## config.mk

```make
export PLATFORM = sky130hd
export DESIGN_NAME = rss_cell
export DESIGN_NICKNAME = d
export VERILOG_FILES = /design/src/hw/rtl/rss_pkg.sv /design/src/hw/rtl/rss_cell.sv
export SDC_FILE = /design/constraint.sdc
export NUM_CORES = 1
export LEC_CHECK = 0
export BUFFER_PORTS_ARGS = -buffer_cell sky130_fd_sc_hd__buf_2
export CORE_MARGIN = 4
export CORE_UTILIZATION = 38
export DETAILED_ROUTE_END_ITERATION = 7
export HOLD_SLACK_MARGIN = 0.02
export PLACE_DENSITY = 0.85
export SLEW_MARGIN = 20
export SYNTH_ARGS = -nofsm -noshare
export SYNTH_HDL_FRONTEND = slang
export SYNTH_SLANG_ARGS = --single-unit
```

## constraint.sdc

```tcl
create_clock -name clk -period 1.7 [get_ports clk]
set_input_delay 0.085 -clock clk [delete_from_list [all_inputs] [get_ports clk]]
set_output_delay 0.085 -clock clk [all_outputs]
set_load 0.05 [all_outputs]
```

## src/hw/rtl/rss_pkg.sv

```systemverilog
// shared types and codes for the ranked sorted set
package rss_pkg;

    localparam int RANK_IN_BITS  = 10;
    localparam int RANK_OUT_BITS = 11;
    localparam int STATUS_BITS   = 2;

    localparam logic OP_INSERT = 1'b0;
    localparam logic OP_REMOVE = 1'b1;

    localparam logic [STATUS_BITS-1:0] ST_OK    = 2'd0;
    localparam logic [STATUS_BITS-1:0] ST_DUP   = 2'd1;
    localparam logic [STATUS_BITS-1:0] ST_FULL  = 2'd2;
    localparam logic [STATUS_BITS-1:0] ST_RANGE = 2'd3;

    typedef struct packed {
        logic ins_en;
        logic rem_en;
    } rss_ctl_t;

endpackage

```

## src/hw/rtl/rss_cell.sv

```systemverilog
// one storage cell of the sorted chain: holds a key, compares it, shifts with its neighbors
module rss_cell #(
    parameter int IDX      = 0,
    parameter int KEY_BITS = 17,
    parameter int CW       = 11
) (
    input  logic                                clk,
    input  rss_pkg::rss_ctl_t                   ctl,
    input  logic [KEY_BITS-1:0]                 cmd_key,
    input  logic [CW-1:0]                       pos,
    input  logic [rss_pkg::RANK_IN_BITS-1:0]    rank,
    input  logic [CW-1:0]                       count,
    input  logic [KEY_BITS-1:0]                 left_key,
    input  logic [KEY_BITS-1:0]                 right_key,
    output logic [KEY_BITS-1:0]                 key_q,
    output logic                                gt,
    output logic                                eq
);

    localparam int XW = CW + rss_pkg::RANK_IN_BITS;
    localparam logic [XW-1:0] IDX_W = XW'(IDX);

    logic [KEY_BITS-1:0] key_reg;
    logic [KEY_BITS-1:0] key_next;
    logic                occupied;

    assign occupied = IDX_W < XW'(count);
    assign gt       = occupied && (key_reg > cmd_key);
    assign eq       = occupied && (key_reg == cmd_key);
    assign key_q    = key_reg;

    always_comb
    begin
        key_next = key_reg;
        if (ctl.ins_en)
        begin
            if (IDX_W == XW'(pos))
                key_next = cmd_key;
            else if (IDX_W > XW'(pos))
                key_next = left_key;
        end
        else if (ctl.rem_en)
        begin
            if (IDX_W >= XW'(rank))
                key_next = right_key;
        end
    end

    always_ff @(posedge clk)
    begin
        key_reg <= key_next;
    end

endmodule

```

Word level (Yosys, flattened, before mapping)
Index checks and enable logic that the tools add are counted.
W data, S select, Z words.
{"block": "word_totals", "inputBits": 86, "reg_bits": 17, "wordCells": 16}
{"block": "op_classes", "eq_ne": 2, "reduce_logical": 6, "order_cmp": 3, "mux": 4}
{"operator": "$mux W17", "n": 4}
{"operator": "$eq A17 B17 Y1", "n": 1}
{"operator": "$gt A17 B17 Y1", "n": 1}
{"operator": "$logic_not A11 Y1", "n": 1}
{"operator": "$lt A1 B11 Y1 const A", "n": 1}
{"operator": "$ge A1 B10 Y1 const A", "n": 1}
{"operator": "$reduce_bool A2 Y1", "n": 2}
{"operator": "$reduce_and A3 Y1", "n": 1}
{"operator": "$logic_and A1 B1 Y1", "n": 2}
{"operator": "$ne A2 B1 Y1 const B", "n": 1}

Longest topological paths before layout
Gate-level depths: netlist of the first run.
{"block": "depth", "ltp_word": 4, "ltp_mapped": 7, "ltp_nobuf": 7}

Least setup slack after synthesis of the first run
No wires, ideal clock.
{"block": "synth_path", "path_type": "reg2out", "from": "reg key_reg[15], in the netlist key_q[15]", "to": "out gt", "path_stages_with_launch": 6, "slack_ps": -812, "t_required_ps": 1615, "path_buffers": 0, "t_arrival_ps": 2427, "path_cell_list": "edfxtp_1 > ha_1 > nand4_2 > nor4_4 > a22oi_1 > a31oi_1"}
{"block": "synth_via", "elab_chain_cells": 2}
{"item": "from (decl)", "line": "rss_cell.sv:23", "text": "logic [KEY_BITS-1:0] key_reg;"}
{"item": "from (signal assigned)", "line": "rss_cell.sv:51", "text": "key_reg <= key_next;"}
{"item": "$gt A17 B17 Y1", "line": "rss_cell.sv:28", "text": "assign gt = occupied && (key_reg > cmd_key);"}
{"item": "$logic_and A1 B1 Y1", "line": "rss_cell.sv:28"}
{"item": "to (decl)", "line": "rss_cell.sv:16", "text": "output logic gt,"}
No other way between the ends.

Final worst setup path of the first run
{"block": "layout_path", "from": "reg key_reg[12], in the netlist key_q[12]", "to": "out eq"}
{"block": "layout_via", "elab_chain_cells": 2}
{"item": "$eq A17 B17 Y1", "line": "rss_cell.sv:29", "text": "assign eq = occupied && (key_reg == cmd_key);"}
{"item": "$logic_and A1 B1 Y1", "line": "rss_cell.sv:29"}
{"item": "to (decl)", "line": "rss_cell.sv:17", "text": "output logic eq"}
No other way between the ends.

==> results of run 1 <==
==> stage by stage <==
step	instances	cell area [um^2]	total power, mW
after floorplan	112	1310	0.575
after global placement	251	1870	0.677
after detailed placement	251	1870	0.685
after CTS	257	1940	0.914
after global routing	257	1950	0.970
final	257	1950	0.907
==> final timing paths <==
path,from,endpoint,depth (start not counted)
min,right_key[5],key_q[5]$_DFFE_PP_,2
max,key_q[12]$_DFFE_PP_,eq,6
==> final cells by class <==
class,count,share of cell area [%]
inverters,18,3.47
flip-flops and latches,17,26.2
clock buffers,3,1.16
well taps,44,2.83
clock inverters,1,0.257
multi-input cells,75,38.3
repair buffers,99,27.8
==> per-layer routing <==
metal / up-vias / GRT usage, % / wire (um)
li1: 617 / - / -
met1: 561 / 20.4 / 1310
met2: 65 / 36.8 / 1960
met3: 9 / 4.44 / 330
met4: 0 / 7.25 / 85
met5: - / 0 / 0
==> power groups by stage <==
stage,sequential [mW],combinational [mW],clock (mW)
2_1_floorplan,0.475,0.100,0
3_3_place_gp,0.474,0.203,0
3_5_place_dp,0.474,0.211,0
4_1_cts,0.464,0.217,0.233
5_1_grt,0.464,0.243,0.264
6_report,0.464,0.215,0.228
==> timing repair <==
action                                  CTS  global route
buffers inserted                          2             0
resized for setup                         8             1
endpoints found under the setup margin    2             2
pin swaps                                 5             1
==> cell usage in the layout (no fill, tap or decap) <==
master and instances:
nor4_1 6, ha_4 5, nand2_2 2, nor4_4 1, clkbuf_4 3, clkinv_2 1, edfxtp_1 17, buf_2 85
mux2_2 17, a31oi_4 1, buf_8 1, inv_1 18, and3_4 1, nand4_1 3, buf_4 12, a21o_1 2
ha_1 12, nor3_1 1, nand4_2 1, a22oi_2 1, o21ai_0 2, nor4b_1 2, nand3_1 6, buf_6 1
a21oi_1 7, nor2_1 2, nand2_1 3
==> logic make-up after synthesis <==
| family | after synthesis | share of synthesized area, % |
|---|---|---|
| buffers and inverters | 20 | 6.25 |
| DFF | 17 | 41.1 |
| AOI/OAI and AO/OA | 13 | 5.95 |
| adders and majority gates | 17 | 17.1 |
| muxes | 17 | 15.4 |
| and+or+nand+nor | 28 | 14.1 |
==> worst max-delay path, stage by stage (launching register included) <==
cell      delay, ns
edfxtp_1       0.44
ha_4           0.29
nand4_1        0.17
nor4_4         0.34
buf_4          0.17
and3_4         0.19
buf_8          0.14
==> metrics.md, run 1 <==
| Metric | Value |
|---|---|
| Final hold vios | 0 |
| Net Count, Synth | roughly 220 |
| Drt wl/cell | ~14 um |
| Initial DRC Count | 25 |
| DR vias/cell | 4.87 |
| Main area contributors after synthesis | edfxtp_1, ha_1, mux2_2 |
| CTS Buf Count | 3 |
| Worst-Margin Slew | approximately 0.28 ns |
| Critical Path RT | 1.62 ns |
| Max-Cap Viols | 0 |
| Initial Util | between 40% and 50% |
| Cell count after synthesis | 112 |
| CP Class | flip-flop to primary output |
| Largest net degree at the start of global routing | 18 |
| Number of I/O pins | between 100 and 150 |
| Clock share of power | about 25% |
| Cell row count | 20 |
| Count leader, synth | inv_1 |
| Critical path arrival | between 2 and 2.5 ns |
| Die area | ~4200 um^2 |
| Area Growth Syn to Fin | 57.0% |
| Final setup vio count | 2 |
| Max reg flops | 17 |
| CTS Hold Bufs | 0 |
| Async set-reset flop share out of synthesis | 0% |
| Area of the multi-input gates | 746 um^2 |
| Hpwl dp | 3.21 mm |
| Peak supply drop | ~0.00046 V |
| Failing checks | setup timing |
| Seq pwr share | about 51% |
| CTS tree | yes |
| GRT Residual Overflow | 0 |
| Setup crit start kind | flip-flop |
| Number of global-route vias before repair | 1429 |
| Power Dens Cells | 465 nW/um^2 |
| H-tree depth | 1 |
| Synth Flop Type | edfxtp_1 |
| Post-synth EDFFs | 17 |
| F_max | 470 MHz |
| DRC viols | 0 |
| Synth Area per Inst | approximately 11 um^2 |
| Hold WS | 0.0798 ns |
| Fin Setup TNS | -0.848 ns |
| Post-place setup slack | -0.189 ns |
| Endpoint class of the critical path | primary output |
| Leakage | roughly 0.96 nW |
| Die height | 65.2 um |
| Worst-path fanout max | 2 |
| Sequential fraction of the synthesis area | 41.1% |
| CTS Buffer Depth | 2 |
| Initial antenna violation count | 0 |
| First-pass GRT wire length | about 6.3 mm |
| All-Layer GR Usage | 19.3% |
| Outcome | finished with violations |
| Final min period | about 2.1 ns |
| Area leader, netlist | edfxtp_1 |
| Die Width | between 60 and 70 um |
| Worst-path clk slew | 0.11 ns |
| Number of port buffers | 87 |
| Antenna viol nets, final | 0 |
| CTS Root Cell | clkbuf_4 |
| Final worst-path cycle share | 125% |
| Net Sw Frac | 25.2% |
| 1st-pass router iterations | 4 |
| # fillers | approximately 270 |
| Top cells by count, synth | inv_1, edfxtp_1, ha_1, mux2_2, a21oi_1 |
| Routed WL | roughly 3.7 mm |
| Yosys warning count | 0 |
| Via count | roughly 1300 |
| Register area | between 500 and 600 um^2 |
| Final WS setup | -0.429 ns |
| Final nets | around 320 |
| Finished Core Util | between 60% and 70% |
| Clock Sinks | 17 |
| Worst Hold Class | input pin to flip-flop |
| Yosys cell types | 20 |
| Net Sw Power | roughly 0.23 mW |
| Gpl congestion | ~0.77 |
| Power Internal | 0.678 mW |
| Rel. slew slack | between 80% and 90% |
| RSZ-0062 raised after global routing | true |
| CORE AREA | slightly above 3000 um^2 |
| Share of layout cells above drive strength 1 | between 60% and 70% |
| Ant diodes | 0 |
| Top-area cell type share of the netlist area | about two fifths |
| Cell area after synthesis | 1240 um^2 |
| Comb pwr share | 23.7% |
| Slew Limit Fails | 0 |
| Synth Register Bits | 17 |
Power figures use the tool's default switching activity.
==> inputs of run 2 (changes only) <==
Settings changed: ABC_AREA set to 1, CAP_MARGIN set to 10, CORE_UTILIZATION 38 to 39, SLEW_MARGIN 20 to unset.
==> run 2 against run 1 <==
- the flow still finishes with violations (setup timing)
- clock power about the same
- non-clock buffer count fell by 3
- final cell count rose by 20%
- flip-flop and latch count is the same
- sequential share of layout area fell by 0.69 points
- total power increased by 0.61%
==> metrics.md, run 2 <==
| Metric | Value |
|---|---|
| Area of the multi-input gates | 796 um^2 (+6.7%) |
| CTS Hold Bufs | 0 (unchanged) |
| Die Width | 65.9 um (+1.2%) |
| CTS Buffer Depth | 2 (unchanged) |
| Critical Path RT | 1.62 ns (about the same) |
| Setup crit start kind | flip-flop |
| Outcome | finished with violations |
| Via count | 1438 (+15%) |
| Rel. slew slack | 81.7% (+0.82 points) |
| Gpl congestion | 0.780 (+0.91%) |
| Final worst-path cycle share | 117% (-8.7 points) |
| Leakage | 1.02 nW (+6.9%) |
| CP Class | flip-flop to primary output |
| Yosys cell types | 18 (-10%) |
| Final min period | 1.98 ns (-0.147 ns) |
| H-tree depth | 1 (unchanged) |
| Cell area after synthesis | 1310 um^2 (+5.3%) |
| Die height | 65.9 um (+1.2%) |
| Most used cell, CP | nor3b_4 |
| Ant diodes | 0 (unchanged) |
| Top cells by count, synth | nand2_1, inv_1, nor2_1 |
| Total design power | 0.912 mW (+0.61%) |
| All-Layer GR Usage | 16.0% (-3.3 points) |
| Register area | 510 um^2 (unchanged) |
| Worst path cell trace | ha_4 > nand2_4 > nor2_4 > nor3b_4 > nand2_2 > nor3b_4 > buf_6 |
| Final hold vios | 0 (unchanged) |
| Max incr delay on CP | 0.45 ns (about the same) |
| Initial antenna violation count | 0 (unchanged) |
| Sequential fraction of the synthesis area | 39.0% (-2.1 points) |
| Area Growth Syn to Fin | 53.0% |
| Final setup vio count | 2 (unchanged) |
| Largest net degree at the start of global routing | 34 (+16) |
| Most frequent cells in the layout | buf_2, nand2_1, inv_1 |
| Synth Area per Inst | 7.78 um^2 (-30%) |
| Post-place setup slack | -0.0301 ns (+0.158 ns) |
| # fillers | 302 (+13%) |
| F_max | 505 MHz (+7.4%) |
| Count leader, synth | nand2_1 |
| Synth Register Bits | 17 (unchanged) |
| Final WS setup | -0.282 ns (+0.147 ns) |
| Number of global-route vias before repair | 1317 (-7.8%) |
| Share of layout cells above drive strength 1 | 45.3% (-17 points) |
| Leading cell type in the layout, fill and taps excluded | buf_2 |
| Number of I/O pins | 105 (unchanged) |
| Main area contributors after synthesis | edfxtp_1, ha_1, nand2_1 |
| Worst Hold Class | input pin to flip-flop |
| CORE AREA | 3130 um^2 (+1.6%) |
| Initial DRC Count | 45 (+80%) |
| Synth Flop Type | edfxtp_1 |
| Routed WL | 3.56 mm (-3.5%) |
| CTS tree | yes |
| Async set-reset flop share out of synthesis | 0% (unchanged) |
| Cell row count | 20 (unchanged) |
| Worst-path fanout max | 2 (unchanged) |
| Failing checks | setup timing |
| Endpoint class of the critical path | primary output |
| Yosys warning count | 0 (unchanged) |
| GRT Residual Overflow | 0 (unchanged) |
| Worst-Margin Slew | 0.275 ns (-0.00968 ns) |
| Hpwl dp | 2.90 mm (-9.7%) |
| Cell count after synthesis | 168 (+50%) |
| Slew Limit Fails | 0 (unchanged) |
| Area leader, netlist | edfxtp_1 |
| Slowest CP cell | edfxtp_1 |
| DRC viols | 0 (unchanged) |
| 1st-pass router iterations | 4 (unchanged) |
| Bufs and invs on worst path | 1 (-1) |
| CTS Buf Count | 3 (unchanged) |
| Max reg flops | 17 (unchanged) |
| First-pass GRT wire length | 5.30 mm (-16%) |
| Drt wl/cell | 11.5 um (-20%) |
| Number of port buffers | 87 (unchanged) |
| Power Dens Cells | 456 nW/um^2 (-2.0%) |
| Post-synth EDFFs | 17 (unchanged) |
| Fin Setup TNS | -0.532 ns (+0.317 ns) |
| Initial Util | 41.8% (+1.5 points) |
| Max-Cap Viols | 0 (unchanged) |
| Net Count, Synth | 271 (+26%) |
| Peak supply drop | 0.000252 V (-45%) |
| Top-area cell type share of the netlist area | 39.0% (-2.1 points) |
| DR vias/cell | 4.65 (-4.5%) |
| Cell Count, Final, Fillers Out | 309 (+20%) |
| CP delay by family, top | simple AND/OR/NAND/NOR gates |
| RSZ-0062 raised after global routing | true |
| Critical path arrival | 1.90 ns (-0.14 ns) |
| CTS Root Cell | clkbuf_4 |
| Total placed cells including tap cells | 303 (+21%) |
| Die area | 4340 um^2 (+2.3%) |
| Final nets | 369 (+16%) |
| Clock Sinks | 17 (unchanged) |
| Worst-path clk slew | 0.11 ns (about the same) |
| Antenna viol nets, final | 0 (unchanged) |
run 2: cell count changes in the layout (fill, tap and decap cells not counted), moves of 3 or more:
cell and delta:
buf_4 -3, nand2_1 +38, mux2_2 -17, o21ai_0 +14
nor4_1 -3, inv_1 +8, nand2_2 +3, a21oi_1 -3
nor2_1 +12, nor2_2 +5
run 2: power by group:
group,switching (mW),total [mW],leakage [nW],internal [mW]
clock network,0.134,0.225,0.0150,0.0912
registers,0.000176,0.464,0.148,0.464
logic,0.109,0.223,0.862,0.114
run 2: area by class of cell:
type                    instances  share of cell area, %
multi-input cells             122                   39.8
repair buffers                 96                   25.8
flip-flops and latches         17                   25.5
inverters                      26                   4.88
well taps                      44                   2.75
clock buffers                   4                   1.31
run 2: path summary, 6_finish.rpt:
path,from,endpoint,slack [ns],depth (start not counted)
setup / recovery,key_q[13]$_DFFE_PP_,eq,-0.28,7
hold / removal,right_key[0],key_q[0]$_DFFE_PP_,0.06,3
run 2: per-stage QoR:
step | util [%] | hold slack, ns | area, um^2
final | 64.0 | 0.0554 | 2000
after global routing | 64.0 | 0.0482 | 2000
after CTS | 61.5 | 0.0530 | 1920
after detailed placement | 60.0 | 0.362 | 1880
after global placement | 60.0 | 0.360 | 1880
after floorplan | - | 0.264 | 1350
run 2: cell families (layout without fill, tap and decap cells):
family | after synthesis | count (layout) | synth area share [%]
buf+inv | 29 | 126 | 8.42
compound gates | 24 | 24 | 9.66
flops | 17 | 17 | 39.0
fa+ha+maj | 17 | 17 | 16.3
simple gates | 81 | 81 | 26.6
run 2: metal layers:
layer  vias to the layer above  GRT usage [%]  part of all wire, %  wire length, um
met1                       623           17.3                   39             1380
met3                         2           3.74                   11              375
li1                        747              -                    -                -
met4                         0           6.22                  1.0               36
met2                        66           29.8                   50             1770
met5                         -              0                    0                0
run 2: timing repair:
| action | 4_1_cts | 5_1_grt |
|---|---|---|
| setup buffers | 0 | 2 |
| endpoints found under the hold margin | 0 | 0 |
| setup endpoints to repair | 2 | 2 |
| resized for setup | 7 | 13 |
| pin swaps | 7 | 10 |
==> inputs of run 3 (changes only) <==
Settings changed: REMOVE_ABC_BUFFERS set to 1.
==> run 3 against run 2 <==
- the flow still finishes with violations (setup timing)
- flip-flop and latch count did not move
- die area is the same
- non-clock buffer count shrank 3
- setup slack got worse by 0.0039 ns
- via count is 0.70% lower
- first-iteration DRC count grew 18%
- worst hold slack lost 0.00074 ns
- final cell count shrank 0.97%
- critical path type unchanged
- largest cell class unchanged
==> metrics.md, run 3 (same netlist as run 2, synthesis figures left out) <==
| Metric | Value |
|---|---|
| RSZ-0062 raised after global routing | true |
| Worst-path clk slew | 0.10 ns (about the same) |
| Final setup vio count | 2 (unchanged) |
| Final nets | 366 (-0.81%) |
| Initial Util | 41.8% (unchanged) |
| Final hold vios | 0 (unchanged) |
| Final worst-path cycle share | 117% (+0.23 points) |
| Power Dens Cells | 457 nW/um^2 (+0.17%) |
| Finished Core Util | 63.9% (-0.080 points) |
| Worst-path fanout max | 2 (unchanged) |
| Rel. slew slack | 82.0% (+0.32 points) |
| Number of I/O pins | 105 (unchanged) |
| CORE AREA | 3130 um^2 (unchanged) |
| All-Layer GR Usage | 15.9% (-0.14 points) |
| Worst Hold Class | input pin to flip-flop |
| Initial DRC Count | 53 (+18%) |
| Max-Cap Viols | 0 (unchanged) |
| CTS Buffer Depth | 2 (unchanged) |
| Die height | 65.9 um (unchanged) |
| Die area | 4340 um^2 (unchanged) |
| Slew Limit Fails | 0 (unchanged) |
| Gpl congestion | 0.728 (-6.6%) |
| Die Width | 65.9 um (unchanged) |
| Total design power | 0.913 mW (about the same) |
| Cell row count | 20 (unchanged) |
| Failing checks | setup timing |
| Max reg flops | 17 (unchanged) |
| Final WS setup | -0.286 ns (-0.00391 ns) |
| Critical path arrival | 1.90 ns (about the same) |
| Clock Sinks | 17 (unchanged) |
| Largest net degree at the start of global routing | 34 (unchanged) |
| Peak supply drop | 0.000258 V (+2.4%) |
| Fin Setup TNS | -0.556 ns (-0.0239 ns) |
| DRC viols | 0 (unchanged) |
| Endpoint class of the critical path | primary output |
| CP Class | flip-flop to primary output |
| Outcome | finished with violations |
| Drt wl/cell | 11.5 um (about the same) |
| Number of global-route vias before repair | 1380 (+4.8%) |
| 1st-pass router iterations | 4 (unchanged) |
| Share of layout cells above drive strength 1 | 44.3% (-1.0 points) |
| DR vias/cell | 4.67 (+0.28%) |
| Hpwl dp | 2.81 mm (-3.1%) |
| Initial antenna violation count | 0 (unchanged) |
| Critical Path RT | 1.62 ns (about the same) |
| H-tree depth | 1 (unchanged) |
| F_max | 504 MHz (-0.20%) |
| Leakage | 1.01 nW (-1.1%) |
| Final min period | 1.99 ns (+0.00391 ns) |
| Routed WL | 3.52 mm (-1.1%) |
| Antenna viol nets, final | 0 (unchanged) |
| Via count | 1428 (-0.70%) |
| Hold WS | 0.0547 ns (-0.000740 ns) |
| CTS Buf Count | 3 (unchanged) |
| First-pass GRT wire length | 5.38 mm (+1.6%) |
| CTS tree | yes |
| Ant diodes | 0 (unchanged) |
| CTS Root Cell | clkbuf_4 |
| Worst-Margin Slew | 0.270 ns (-0.00483 ns) |
| Most frequent cells in the layout | buf_2, nand2_1, inv_1 |
| Number of port buffers | 87 (unchanged) |
| CTS Hold Bufs | 0 (unchanged) |
| Leading cell type in the layout, fill and taps excluded | buf_2 |
| GRT Residual Overflow | 0 (unchanged) |
| Setup crit start kind | flip-flop |
| Area Growth Syn to Fin | 52.8% |
[run 3: cell count changes in the layout (fill, tap and decap cells not counted), moves of 2 or more]
| cell | change |
|---|---|
| buf_4 | -4 |
| nand2_2 | -3 |
| ha_1 | -2 |
| ha_4 | +2 |
| nand2_1 | +2 |
[run 3: per-stage QoR]
step	area (um^2)	std cells	setup WS, ns
CTS	1890	304	-0.252
global placement	1820	300	0.0371
global route	2000	306	-0.383
finish	2000	306	-0.286
detailed placement	1820	300	0.0185
floorplan	1290	165	-0.614
[run 3: final cells by class]
type                            count  area (um^2)
Fill cell                         290         1130
Multi-Input combinational cell    122          812
Sequential cell                    17          510
Timing Repair Buffer               93          497
Inverter                           26         97.6
Tap cell                           44         55.1
Clock buffer                        4         26.3
[run 3: repair_timing]
item	in CTS	in global routing
gates resized for setup	8	17
setup buffers	0	2
endpoints found under the setup margin	2	2
pin swaps	4	9
[run 3: power by group]
part / switching, mW / internal (mW)
logic: 0.110 / 0.116
clock network: 0.132 / 0.0914
registers: 0.000183 / 0.464
[run 3: worst paths after layout]
kind,depth (start not counted),startpoint,end,slack [ns]
max,10,key_q[14]$_DFFE_PP_,gt,-0.29
min,3,right_key[0],key_q[0]$_DFFE_PP_,0.05
[run 3: worst max-delay path, cell delays in order (launching register included)]
cell and delay (ns):
edfxtp_1 0.45, ha_4 0.31, nand2_4 0.06, nor2_4 0.10, buf_4 0.11, buf_6 0.08
nand3_2 0.05, nor2_2 0.10, nor2_1 0.05, a21oi_2 0.12, buf_6 0.17
[run 3: per-layer routing]
layer	GRT usage [%]	up-vias	wire length [um]	share of wire, %
met3	2.38	12	379	11
met2	29.2	86	1680	48
met1	17.7	588	1360	39
met5	0	-	0	0
met4	7.51	0	110	3.1
li1	-	742	-	-
